===== config.mk =====
export PLATFORM = sky130hd
export DESIGN_NAME = multi_level_priority_queue
export DESIGN_NICKNAME = d
export VERILOG_FILES = /design/src/rtl/core/mlpq_pkg.sv /design/src/rtl/core/multi_level_priority_queue.sv /design/src/rtl/core/mlpq_ctrl.sv /design/src/rtl/core/mlpq_dpath.sv
export VERILOG_INCLUDE_DIRS = /design/src /design/src/rtl/core
export SDC_FILE = /design/constraint.sdc
export NUM_CORES = 2
export LEC_CHECK = 0
export BUFFER_PORTS_ARGS = -buffer_cell sky130_fd_sc_hd__buf_2
export CORE_ASPECT_RATIO = 1.2
export CORE_MARGIN = 10
export CORE_UTILIZATION = 55
export CTS_CLUSTER_SIZE = 14
export DETAILED_ROUTE_END_ITERATION = 16
export GPL_ROUTABILITY_DRIVEN = 0
export PLACE_DENSITY = 0.71
export SLEW_MARGIN = 10
export SYNTH_ARGS = -nofsm -noshare
export SYNTH_HDL_FRONTEND = slang
export SYNTH_SLANG_ARGS = --single-unit

===== constraint.sdc =====
create_clock -name clock -period 14.4 [get_ports clock]
set_input_delay 1.44 -clock clock [delete_from_list [all_inputs] [get_ports clock]]
set_output_delay 1.44 -clock clock [all_outputs]
set_load 0.02 [all_outputs]

===== src/rtl/core/assert_macros.svh =====
// Assertion macros used by multi_level_priority_queue.sv.
// Depends on nothing; simulation-only bodies are dropped when SYNTHESIS is set.
`ifndef ASSERT_MACROS_SVH
`define ASSERT_MACROS_SVH
`ifndef SYNTHESIS
`define ASSERT_IMPLY(label, clk, rst, ante, cons) \
   label: assert property (@(posedge clk) disable iff (rst) (ante) |-> (cons)) \
      else $error("assertion failed");
`define ASSERT_NEXT(label, clk, rst, ante, cons) \
   label: assert property (@(posedge clk) disable iff (rst) (ante) |=> (cons)) \
      else $error("assertion failed");
`else
`define ASSERT_IMPLY(label, clk, rst, ante, cons)
`define ASSERT_NEXT(label, clk, rst, ante, cons)
`endif
`endif


===== src/rtl/core/mlpq_pkg.sv =====
// Shared types and constants of the multi-level priority queue.
// No dependencies.
`default_nettype none
package mlpq_pkg;
   localparam int MAX_LEVELS = 16;

   localparam logic OP_INSERT = 1'b0;
   localparam logic OP_GET    = 1'b1;

   localparam logic [1:0] RSN_NONE  = 2'd0;
   localparam logic [1:0] RSN_RANGE = 2'd1;
   localparam logic [1:0] RSN_FULL  = 2'd2;

   localparam logic [7:0] CSR_ACTIVE_ADDR = 8'h00;

   // controller -> datapath commands
   typedef struct packed {
      logic load;      // latch request, start phase 1
      logic commit;    // phase 2: write back and build result
      logic peek;      // phase 3: read the new head value
   } cmd_type;

   // datapath -> controller status
   typedef struct packed {
      logic busy;
   } sts_type;

   typedef enum logic [3:0] {
      ST_IDLE = 4'b0001,
      ST_EXEC = 4'b0010,
      ST_PEEK = 4'b0100,
      ST_OUT  = 4'b1000
   } state_type;
endpackage
`default_nettype wire


===== src/rtl/core/multi_level_priority_queue.sv =====
// Channel  | Dir | Content
// req      | in  | tdata: value[31:0], priority_req[35:32]; tuser: op
// rsp      | out | tdata: reason[1:0], popped_value, popped_priority, head fields
// csr      | in  | APB, active_priorities at 0x0
// An item is worked in order after it is taken: classify and memory read,
// write-back, then the head value read; the result is then held on rsp.
// The next request is taken at the edge the result is delivered, so a new
// item is never taken before the last result has gone. Synchronous reset
// empties every level; an rsp stall holds the result and keeps req_tready low.
// Depends on mlpq_pkg, mlpq_ctrl, mlpq_dpath, assert_macros.svh.
`default_nettype none
`include "assert_macros.svh"
module multi_level_priority_queue #(
   parameter int CAPACITY   = 64
) (
   input  wire logic        clock,
   input  wire logic        reset,
   input  wire logic        req_tvalid,
   output logic             req_tready,
   input  wire logic [39:0] req_tdata,   // value[31:0], priority_req[35:32], zero pad
   input  wire logic        req_tuser,   // op
   output logic             rsp_tvalid,
   input  wire logic        rsp_tready,
   output logic [79:0]      rsp_tdata,   // rejected_reason[1:0], popped_value[33:2],
                                         // popped_priority[37:34], head_valid[38],
                                         // head_value[70:39], head_priority[74:71]
   output logic             rsp_tuser,   // accepted
   input  wire logic        csr_psel,
   input  wire logic        csr_penable,
   input  wire logic        csr_pwrite,
   input  wire logic [1:0]  csr_paddr,
   input  wire logic [31:0] csr_pwdata,
   output logic [31:0]      csr_prdata,
   output logic             csr_pready
);
   logic [4:0] active_ff;
   mlpq_pkg::cmd_type cmd;
   mlpq_pkg::sts_type sts;
   logic acc;
   logic [1:0] rsn;
   logic [31:0] pv, hv;
   logic [3:0] pp, hp;
   logic hvld;

   // register port
   assign csr_pready = 1'b1;
   always_ff @(posedge clock) begin
      if (reset) active_ff <= 5'd16;
      else if (csr_psel && csr_penable && csr_pwrite && csr_paddr == 2'd0)
         active_ff <= csr_pwdata[4:0];
   end
   assign csr_prdata = (csr_paddr == 2'd0) ? {27'd0, active_ff} : 32'd0;

   mlpq_ctrl u_ctrl (
      .clock, .reset, .req_tvalid, .req_tready, .rsp_tvalid, .rsp_tready,
      .cmd, .sts
   );

   mlpq_dpath #(.CAPACITY(CAPACITY)) u_dpath (
      .clock, .reset, .cmd, .sts,
      .in_op(req_tuser), .in_value(req_tdata[31:0]), .in_prio(req_tdata[35:32]),
      .active_prio(active_ff),
      .o_accepted(acc), .o_reason(rsn), .o_pop_value(pv), .o_pop_prio(pp),
      .o_head_valid(hvld), .o_head_value(hv), .o_head_prio(hp)
   );

   assign rsp_tuser = acc;
   assign rsp_tdata = {5'd0, hp, hv, hvld, pp, pv, rsn};

   `ASSERT_IMPLY(a_no_acc_reason, clock, reset, rsp_tvalid && acc, rsn == mlpq_pkg::RSN_NONE)
   `ASSERT_IMPLY(a_head_zero, clock, reset, rsp_tvalid && !hvld, hp == 4'd0)
   `ASSERT_NEXT(a_take_exec, clock, reset, req_tvalid && req_tready, !rsp_tvalid)
endmodule
`default_nettype wire


===== src/rtl/core/mlpq_ctrl.sv =====
// Controller of the priority queue: sequences load, commit, peek and result hand-off.
// Depends on mlpq_pkg.
`default_nettype none
module mlpq_ctrl (
   input  wire logic             clock,
   input  wire logic             reset,
   input  wire logic             req_tvalid,
   output logic                  req_tready,
   output logic                  rsp_tvalid,
   input  wire logic             rsp_tready,
   output mlpq_pkg::cmd_type     cmd,
   input  wire mlpq_pkg::sts_type sts
);
   mlpq_pkg::state_type state_ff, state_in;

   // next state
   always_comb begin
      state_in = state_ff;
      unique case (state_ff)
         mlpq_pkg::ST_IDLE: if (req_tvalid) state_in = mlpq_pkg::ST_EXEC;
         mlpq_pkg::ST_EXEC: state_in = mlpq_pkg::ST_PEEK;
         mlpq_pkg::ST_PEEK: state_in = mlpq_pkg::ST_OUT;
         mlpq_pkg::ST_OUT: begin
            if (rsp_tready) state_in = req_tvalid ? mlpq_pkg::ST_EXEC : mlpq_pkg::ST_IDLE;
         end
         default: state_in = mlpq_pkg::ST_IDLE;
      endcase
   end

   always_ff @(posedge clock) begin
      if (reset) state_ff <= mlpq_pkg::ST_IDLE;
      else       state_ff <= state_in;
   end

   // next request taken while the result drains
   assign req_tready = !sts.busy && ((state_ff == mlpq_pkg::ST_IDLE) ||
                       ((state_ff == mlpq_pkg::ST_OUT) && rsp_tready));
   assign rsp_tvalid = (state_ff == mlpq_pkg::ST_OUT);
   assign cmd.load   = req_tvalid && req_tready;
   assign cmd.commit = (state_ff == mlpq_pkg::ST_EXEC);
   assign cmd.peek   = (state_ff == mlpq_pkg::ST_PEEK);
endmodule
`default_nettype wire


===== src/rtl/core/mlpq_dpath.sv =====
// Datapath of the priority queue: node store, free stack, level tables.
// Depends on mlpq_pkg.
`default_nettype none
module mlpq_dpath #(
   parameter int CAPACITY   = 64
) (
   input  wire logic              clock,
   input  wire logic              reset,
   input  wire mlpq_pkg::cmd_type cmd,
   output mlpq_pkg::sts_type      sts,
   input  wire logic              in_op,
   input  wire logic [31:0]       in_value,
   input  wire logic [3:0]        in_prio,
   input  wire logic [4:0]        active_prio,
   output logic                   o_accepted,
   output logic [1:0]             o_reason,
   output logic [31:0]            o_pop_value,
   output logic [3:0]             o_pop_prio,
   output logic                   o_head_valid,
   output logic [31:0]            o_head_value,
   output logic [3:0]             o_head_prio
);
   localparam int MAX_LEVELS = mlpq_pkg::MAX_LEVELS;
   localparam int AW = $clog2(CAPACITY);
   localparam int LW = $clog2(MAX_LEVELS);
   localparam int CW = $clog2(CAPACITY + 1);

   // memories
   logic [31:0] value_mem [CAPACITY];
   logic [AW-1:0] link_mem [CAPACITY];
   logic [AW-1:0] free_mem [CAPACITY];

   logic [AW-1:0] first_ff [MAX_LEVELS];
   logic [AW-1:0] last_ff  [MAX_LEVELS];
   logic [MAX_LEVELS-1:0] nonempty_ff;
   logic [CW-1:0] count_ff;
   logic [CAPACITY-1:0] free_init_ff;  // free entry never written: reads its index
   logic [31:0] head_value_ff;

   // latched request
   logic          op_ff;
   logic [31:0]   val_ff;
   logic [LW-1:0] lvl_ff;
   logic          ok_ff;
   logic [1:0]    rsn_ff;

   // read data registered in phase 1
   logic [AW-1:0] free_rd_ff, link_rd_ff;
   logic [31:0]   pop_rd_ff;

   // lowest nonempty level (priority encoder over level bits)
   logic [LW-1:0] low_lv;
   logic          any_ne;
   always_comb begin
      low_lv = '0;
      any_ne = 1'b0;
      for (int i = MAX_LEVELS - 1; i >= 0; i--) begin
         if (nonempty_ff[i]) begin
            low_lv = LW'(i);
            any_ne = 1'b1;
         end
      end
   end

   // limit check
   logic [8:0] limit;
   logic       in_range;
   always_comb begin
      limit = (9'(active_prio) > 9'(MAX_LEVELS)) ? 9'(MAX_LEVELS) : 9'(active_prio);
      in_range = 9'(in_prio) < limit;
   end

   logic [AW-1:0] cnt_idx;
   logic [AW-1:0] pop_slot;
   assign cnt_idx  = count_ff[AW-1:0];
   assign pop_slot = first_ff[low_lv];

   // phase 1: classify and read memories
   always_ff @(posedge clock) begin
      if (cmd.load) begin
         op_ff  <= in_op;
         val_ff <= in_value;
         lvl_ff <= LW'(in_prio);
         if (in_op == mlpq_pkg::OP_INSERT) begin
            ok_ff  <= in_range && (32'(count_ff) < CAPACITY);
            rsn_ff <= !in_range ? mlpq_pkg::RSN_RANGE :
                      (32'(count_ff) < CAPACITY) ? mlpq_pkg::RSN_NONE : mlpq_pkg::RSN_FULL;
         end else begin
            ok_ff  <= any_ne;
            rsn_ff <= any_ne ? mlpq_pkg::RSN_NONE : mlpq_pkg::RSN_FULL;
         end
         free_rd_ff <= free_init_ff[cnt_idx] ? cnt_idx : free_mem[cnt_idx];
         link_rd_ff <= link_mem[pop_slot];
         pop_rd_ff  <= value_mem[pop_slot];
      end
   end

   // phase 2: memory writes
   logic [AW-1:0] ins_slot;
   logic [LW-1:0] pop_lv_ff;
   assign ins_slot = free_rd_ff;
   always_ff @(posedge clock) begin
      if (cmd.load) pop_lv_ff <= low_lv;
   end

   always_ff @(posedge clock) begin
      if (cmd.commit && ok_ff) begin
         if (op_ff == mlpq_pkg::OP_INSERT) begin
            value_mem[ins_slot] <= val_ff;
         end else begin
            free_mem[AW'(count_ff - 1'b1)] <= first_ff[pop_lv_ff];
         end
      end
   end
   always_ff @(posedge clock) begin
      if (cmd.commit && ok_ff && op_ff == mlpq_pkg::OP_INSERT && nonempty_ff[lvl_ff])
         link_mem[last_ff[lvl_ff]] <= ins_slot;
   end

   // control state
   always_ff @(posedge clock) begin
      if (reset) begin
         nonempty_ff  <= '0;
         count_ff     <= '0;
         free_init_ff <= '1;
         for (int i = 0; i < MAX_LEVELS; i++) begin
            first_ff[i] <= '0;
            last_ff[i]  <= '0;
         end
      end else if (cmd.commit && ok_ff) begin
         if (op_ff == mlpq_pkg::OP_INSERT) begin
            count_ff <= count_ff + 1'b1;
            if (!nonempty_ff[lvl_ff]) first_ff[lvl_ff] <= ins_slot;
            last_ff[lvl_ff]     <= ins_slot;
            nonempty_ff[lvl_ff] <= 1'b1;
         end else begin
            count_ff <= count_ff - 1'b1;
            free_init_ff[AW'(count_ff - 1'b1)] <= 1'b0;
            if (first_ff[pop_lv_ff] == last_ff[pop_lv_ff]) nonempty_ff[pop_lv_ff] <= 1'b0;
            else first_ff[pop_lv_ff] <= link_rd_ff;
         end
      end
   end

   // result fields, captured at commit
   logic r_ok;
   always_ff @(posedge clock) begin
      if (cmd.commit) begin
         r_ok        <= ok_ff;
         o_reason    <= rsn_ff;
         o_pop_value <= (ok_ff && op_ff == mlpq_pkg::OP_GET) ? pop_rd_ff : 32'd0;
         o_pop_prio  <= (ok_ff && op_ff == mlpq_pkg::OP_GET) ? 4'(pop_lv_ff) : 4'd0;
      end
   end
   assign o_accepted = r_ok;

   // phase 3: head value read over the updated tables
   always_ff @(posedge clock) begin
      if (cmd.peek) head_value_ff <= value_mem[first_ff[low_lv]];
   end

   // head peek, stable while the result waits
   always_comb begin
      o_head_valid = any_ne;
      o_head_value = any_ne ? head_value_ff : 32'd0;
      o_head_prio  = any_ne ? 4'(low_lv) : 4'd0;
   end

   assign sts.busy = 1'b0;
endmodule
`default_nettype wire

==> flow_metrics.tcl <==
set metrics [dict create \
    port_buffer_count 133 \
    setup-violations-final 0 \
    cts_root_buf "clkbuf_16" \
    rows 197 \
    finalHoldViolCount 0 \
    p_per_cell_area_nw_per_um2 136 \
    timing.critical_path.arrival_ns 8.58 \
    final_layout_size_suffix_gt1_share_pct 12.4 \
    clock_pin_slew_on_the_worst_setup_and_hold_paths_ns 0.06 \
    report.power.total_w 0.0199 \
    chipHeight_um 558 \
    ctsHoldBuffers 0 \
    power.ir.vdd_worst_mv 0.0839 \
    criticalPathCategory "reg -> reg" \
    crit_family "compound AO/OA/AOI/OAI gates" \
    antenna_found_initial 21 \
    numCtsBuffers 317 \
    cp_common_cell "buf_4" \
    synth.largest_area_cell "edfxtp_1" \
    finish.utilization_pct 61.2 \
    critical_path_peak_fanout 66 \
    slew_viol_final 0 \
    detail_route.drc_violations 0 \
    detail_route.vias_per_cell 6.42 \
    synth_edf_count 3167 \
    grt_setup_unrepaired "false" \
    drv_cap 0 \
    placed_cell_areas_um2 137000 \
    postRouteAntennaNets 0 \
    overflow_after_grt 0 \
    synthesis.yosys.warnings 0 \
    setup_tns_ns 0 \
    synth_seq_cells 3277 \
    async_reset_ff_share_pct 0 \
    syn-instance-count 9152 \
    final_area_um2 147000 \
    avgRoutedWirePerCell_um 28.8 \
    synth_largest_type_area_fraction_pct 71.6 \
    clock.fmax_mhz 123 \
    core_outline_area_um2 240000 \
    drt-pass1-iter-count 8 \
    crit_path_max_incr_delay_ns 0.92 \
    finalCriticalPeriod_ns 8.11 \
    die_width_um 469 \
    syn_area_um2 133000 \
    pin_count_of_the_biggest_net_entering_global_routing 162 \
    dr_total_vias 81100 \
    synth_area_leaders "edfxtp_1, nand2_1, mux4_2, mux2i_1, nand3_1" \
    hold_class "reg -> reg" \
    clock-skew-final_ns 0.0537 \
    run_status "finished, final reports clean" \
    tritoncts_num_sinks 3277 \
    grt_pass1_vias 78600 \
    critical_path.n_buffers_inverters 4 \
    max-slew-margin-rel_pct 10.9 \
    critical-path-slowest-cell "o31a_1" \
    initial_cell_density_of_the_core_pct 55.3 \
    yosys_most_used_dff "edfxtp_1" \
    synthesis.area_per_instance_um2 14.5 \
    post_cts.repair.setup_buffers 0 \
    tightestPinTransition_ns 1.32 \
    required_ns 14.87 \
    final.period_utilization_pct 56.3 \
    worstSkewPairLatency_ns 0.91 \
    detail_route.wirelength_um 364000 \
    synthDistinctLibCells 78 \
    crit_path_cell_trace "nor2_2, o31a_1, o22a_1, inv_4, a2111oi_0, a211oi_1, nor4_4, buf_4, buf_4, buf_4, a31oi_1, a22o_1, a2111oi_2, o22ai_1" \
    cts_max_level 5 \
    synth_seq_area_share_pct 73.3 \
    cts-root-to-sink-buffers 4 \
    overall_track_demand_over_capacity_in_global_routing_pct 27.1 \
    endpoint_kind "register" \
    power.static_leakage_nw 49.7 \
    timing.critical_path.from_type "register" \
    grt_first_pass_wirelength_um 525000 \
    cts_repair_resize_count 0 \
    clock_tree_from_tritoncts "done" \
    drt-initial-drc-count 10900 \
    place_hpwl_um 205000 \
    areaGrowthSynthToFinish_pct 10.6 \
    ios 198 \
    finish.net_count 9297 \
    fp.dieArea_um2 262000 \
]
[placed cells by master (no fill, tap or decap), types with 23 or more instances in the layout]
cell / n
a211oi_1: 134
a21oi_1: 231
a311oi_1: 76
a31oi_1: 134
and2_1: 211
and3_1: 119
buf_2: 133
buf_4: 205
bufinv_16: 25
clkbuf_1: 72
clkbuf_16: 327
clkinv_1: 57
clkinv_2: 46
conb_1: 33
dfxtp_1: 106
edfxtp_1: 3167
mux2i_1: 452
mux4_2: 241
nand2_1: 1921
nand2b_1: 25
nand3_1: 657
nand4_1: 27
nor2_1: 311
nor2_4: 68
nor3_1: 23
o21ai_0: 132
o221ai_1: 23
o22ai_1: 32
or3_1: 28
or4_1: 29
[registers in the layout, indices dropped and copies added (netlist names), 4 cells and up, named ones only]
signal,flops
u_ctrl.state_ff,4
u_dpath.free_mem,384
u_dpath.last_ff,96
u_dpath.link_rd_ff,6
u_dpath.pop_lv_ff,4
u_dpath.o_pop_prio,4
u_dpath.val_ff,32
u_dpath.pop_rd_ff,32
u_dpath.value_mem,2048
active_ff,5
u_dpath.link_mem,384
u_dpath.o_pop_value,32
u_dpath.free_init_ff,64
u_dpath.count_ff,7
u_dpath.lvl_ff,4
u_dpath.nonempty_ff,16
u_dpath.head_value_ff,32
u_dpath.first_ff,96
u_dpath.free_rd_ff,6
[Yosys cell counts, types with 110 or more instances]
| cell | instances |
|---|---|
| edfxtp_1 | 3167 |
| nand2_1 | 1928 |
| nand3_1 | 657 |
| mux2i_1 | 452 |
| nor2_1 | 378 |
| buf_2 | 251 |
| mux4_2 | 241 |
| a21oi_1 | 232 |
| clkbuf_1 | 225 |
| and2_1 | 211 |
| a211oi_1 | 134 |
| a31oi_1 | 134 |
| o21ai_0 | 132 |
| and3_1 | 119 |
| dfxtp_1 | 110 |
[worst paths after layout]
| check | depth (start not counted) | slack, ns | startpoint | endpoint |
|---|---|---|---|---|
| worst min register to register | 0 | 0.42 | u_dpath.rsn_ff[1]$_DFFE_PP_ | u_dpath.o_reason[1]$_DFFE_PN_ |
| worst min-delay path | 0 | 0.42 | u_dpath.rsn_ff[1]$_DFFE_PP_ | u_dpath.o_reason[1]$_DFFE_PN_ |
| worst max-delay path | 14 | 6.29 | u_dpath.nonempty_ff[10]$_SDFFE_PP0P_ | u_dpath.head_value_ff[14]$_DFFE_PP_ |
| worst max register to register | 14 | 6.29 | u_dpath.nonempty_ff[10]$_SDFFE_PP0P_ | u_dpath.head_value_ff[14]$_DFFE_PP_ |
[final cells by class]
class	instances	area, µm²
sequential	3277	97300
fill	17200	93200
multi-input combinational	5242	33100
clock buffer	403	8510
tap	3184	3980
timing repair buffer	348	2400
clock inverter	154	1470
inverter	24	97.6
antenna	10	25.0
[cell families after synthesis]
| logic type | Yosys count | synth area share, % |
|---|---|---|
| XOR/XNOR | 13 | 0.0857 |
| AO/OA/AOI/OAI | 985 | 5.02 |
| adder cells (fa/ha/maj) | 5 | 0.0471 |
| multiplexers | 700 | 7.55 |
| buffers and inverters | 664 | 2.43 |
| other | 2 | 0.00565 |
| flip-flops | 3277 | 73.3 |
| AND/OR/NAND/NOR | 3506 | 11.6 |
[where the power goes]
part	leakage (nW)	internal [W]	switching, W
Clock	4.86	0.00463	0.00349
Combinational	15.1	0.000314	0.000877
Sequential	29.7	0.0106	0.0000452
[layer usage]
metal / global-route usage, % / part of all wire, % / up-vias
met5: 0 / 0.019 / -
met1: 34.2 / 35 / 40600
met3: 5.38 / 11 / 1054
met4: 13.8 / 5.7 / 10
met2: 44.7 / 48 / 4965
li1: - / - / 34500
[through the flow]
stage | std cells | hold WS (ns) | setup slack [ns]
after floorplan | 9183 | 0.400 | 6.26
after global placement | 12100 | 0.405 | 6.78
after detailed placement | 12100 | 0.412 | 6.66
after CTS | 12600 | 0.424 | 6.64
after global routing | 12600 | 0.435 | 6.09
final | 12600 | 0.417 | 6.29
Note: power is estimated with default switching activity, not from simulation.
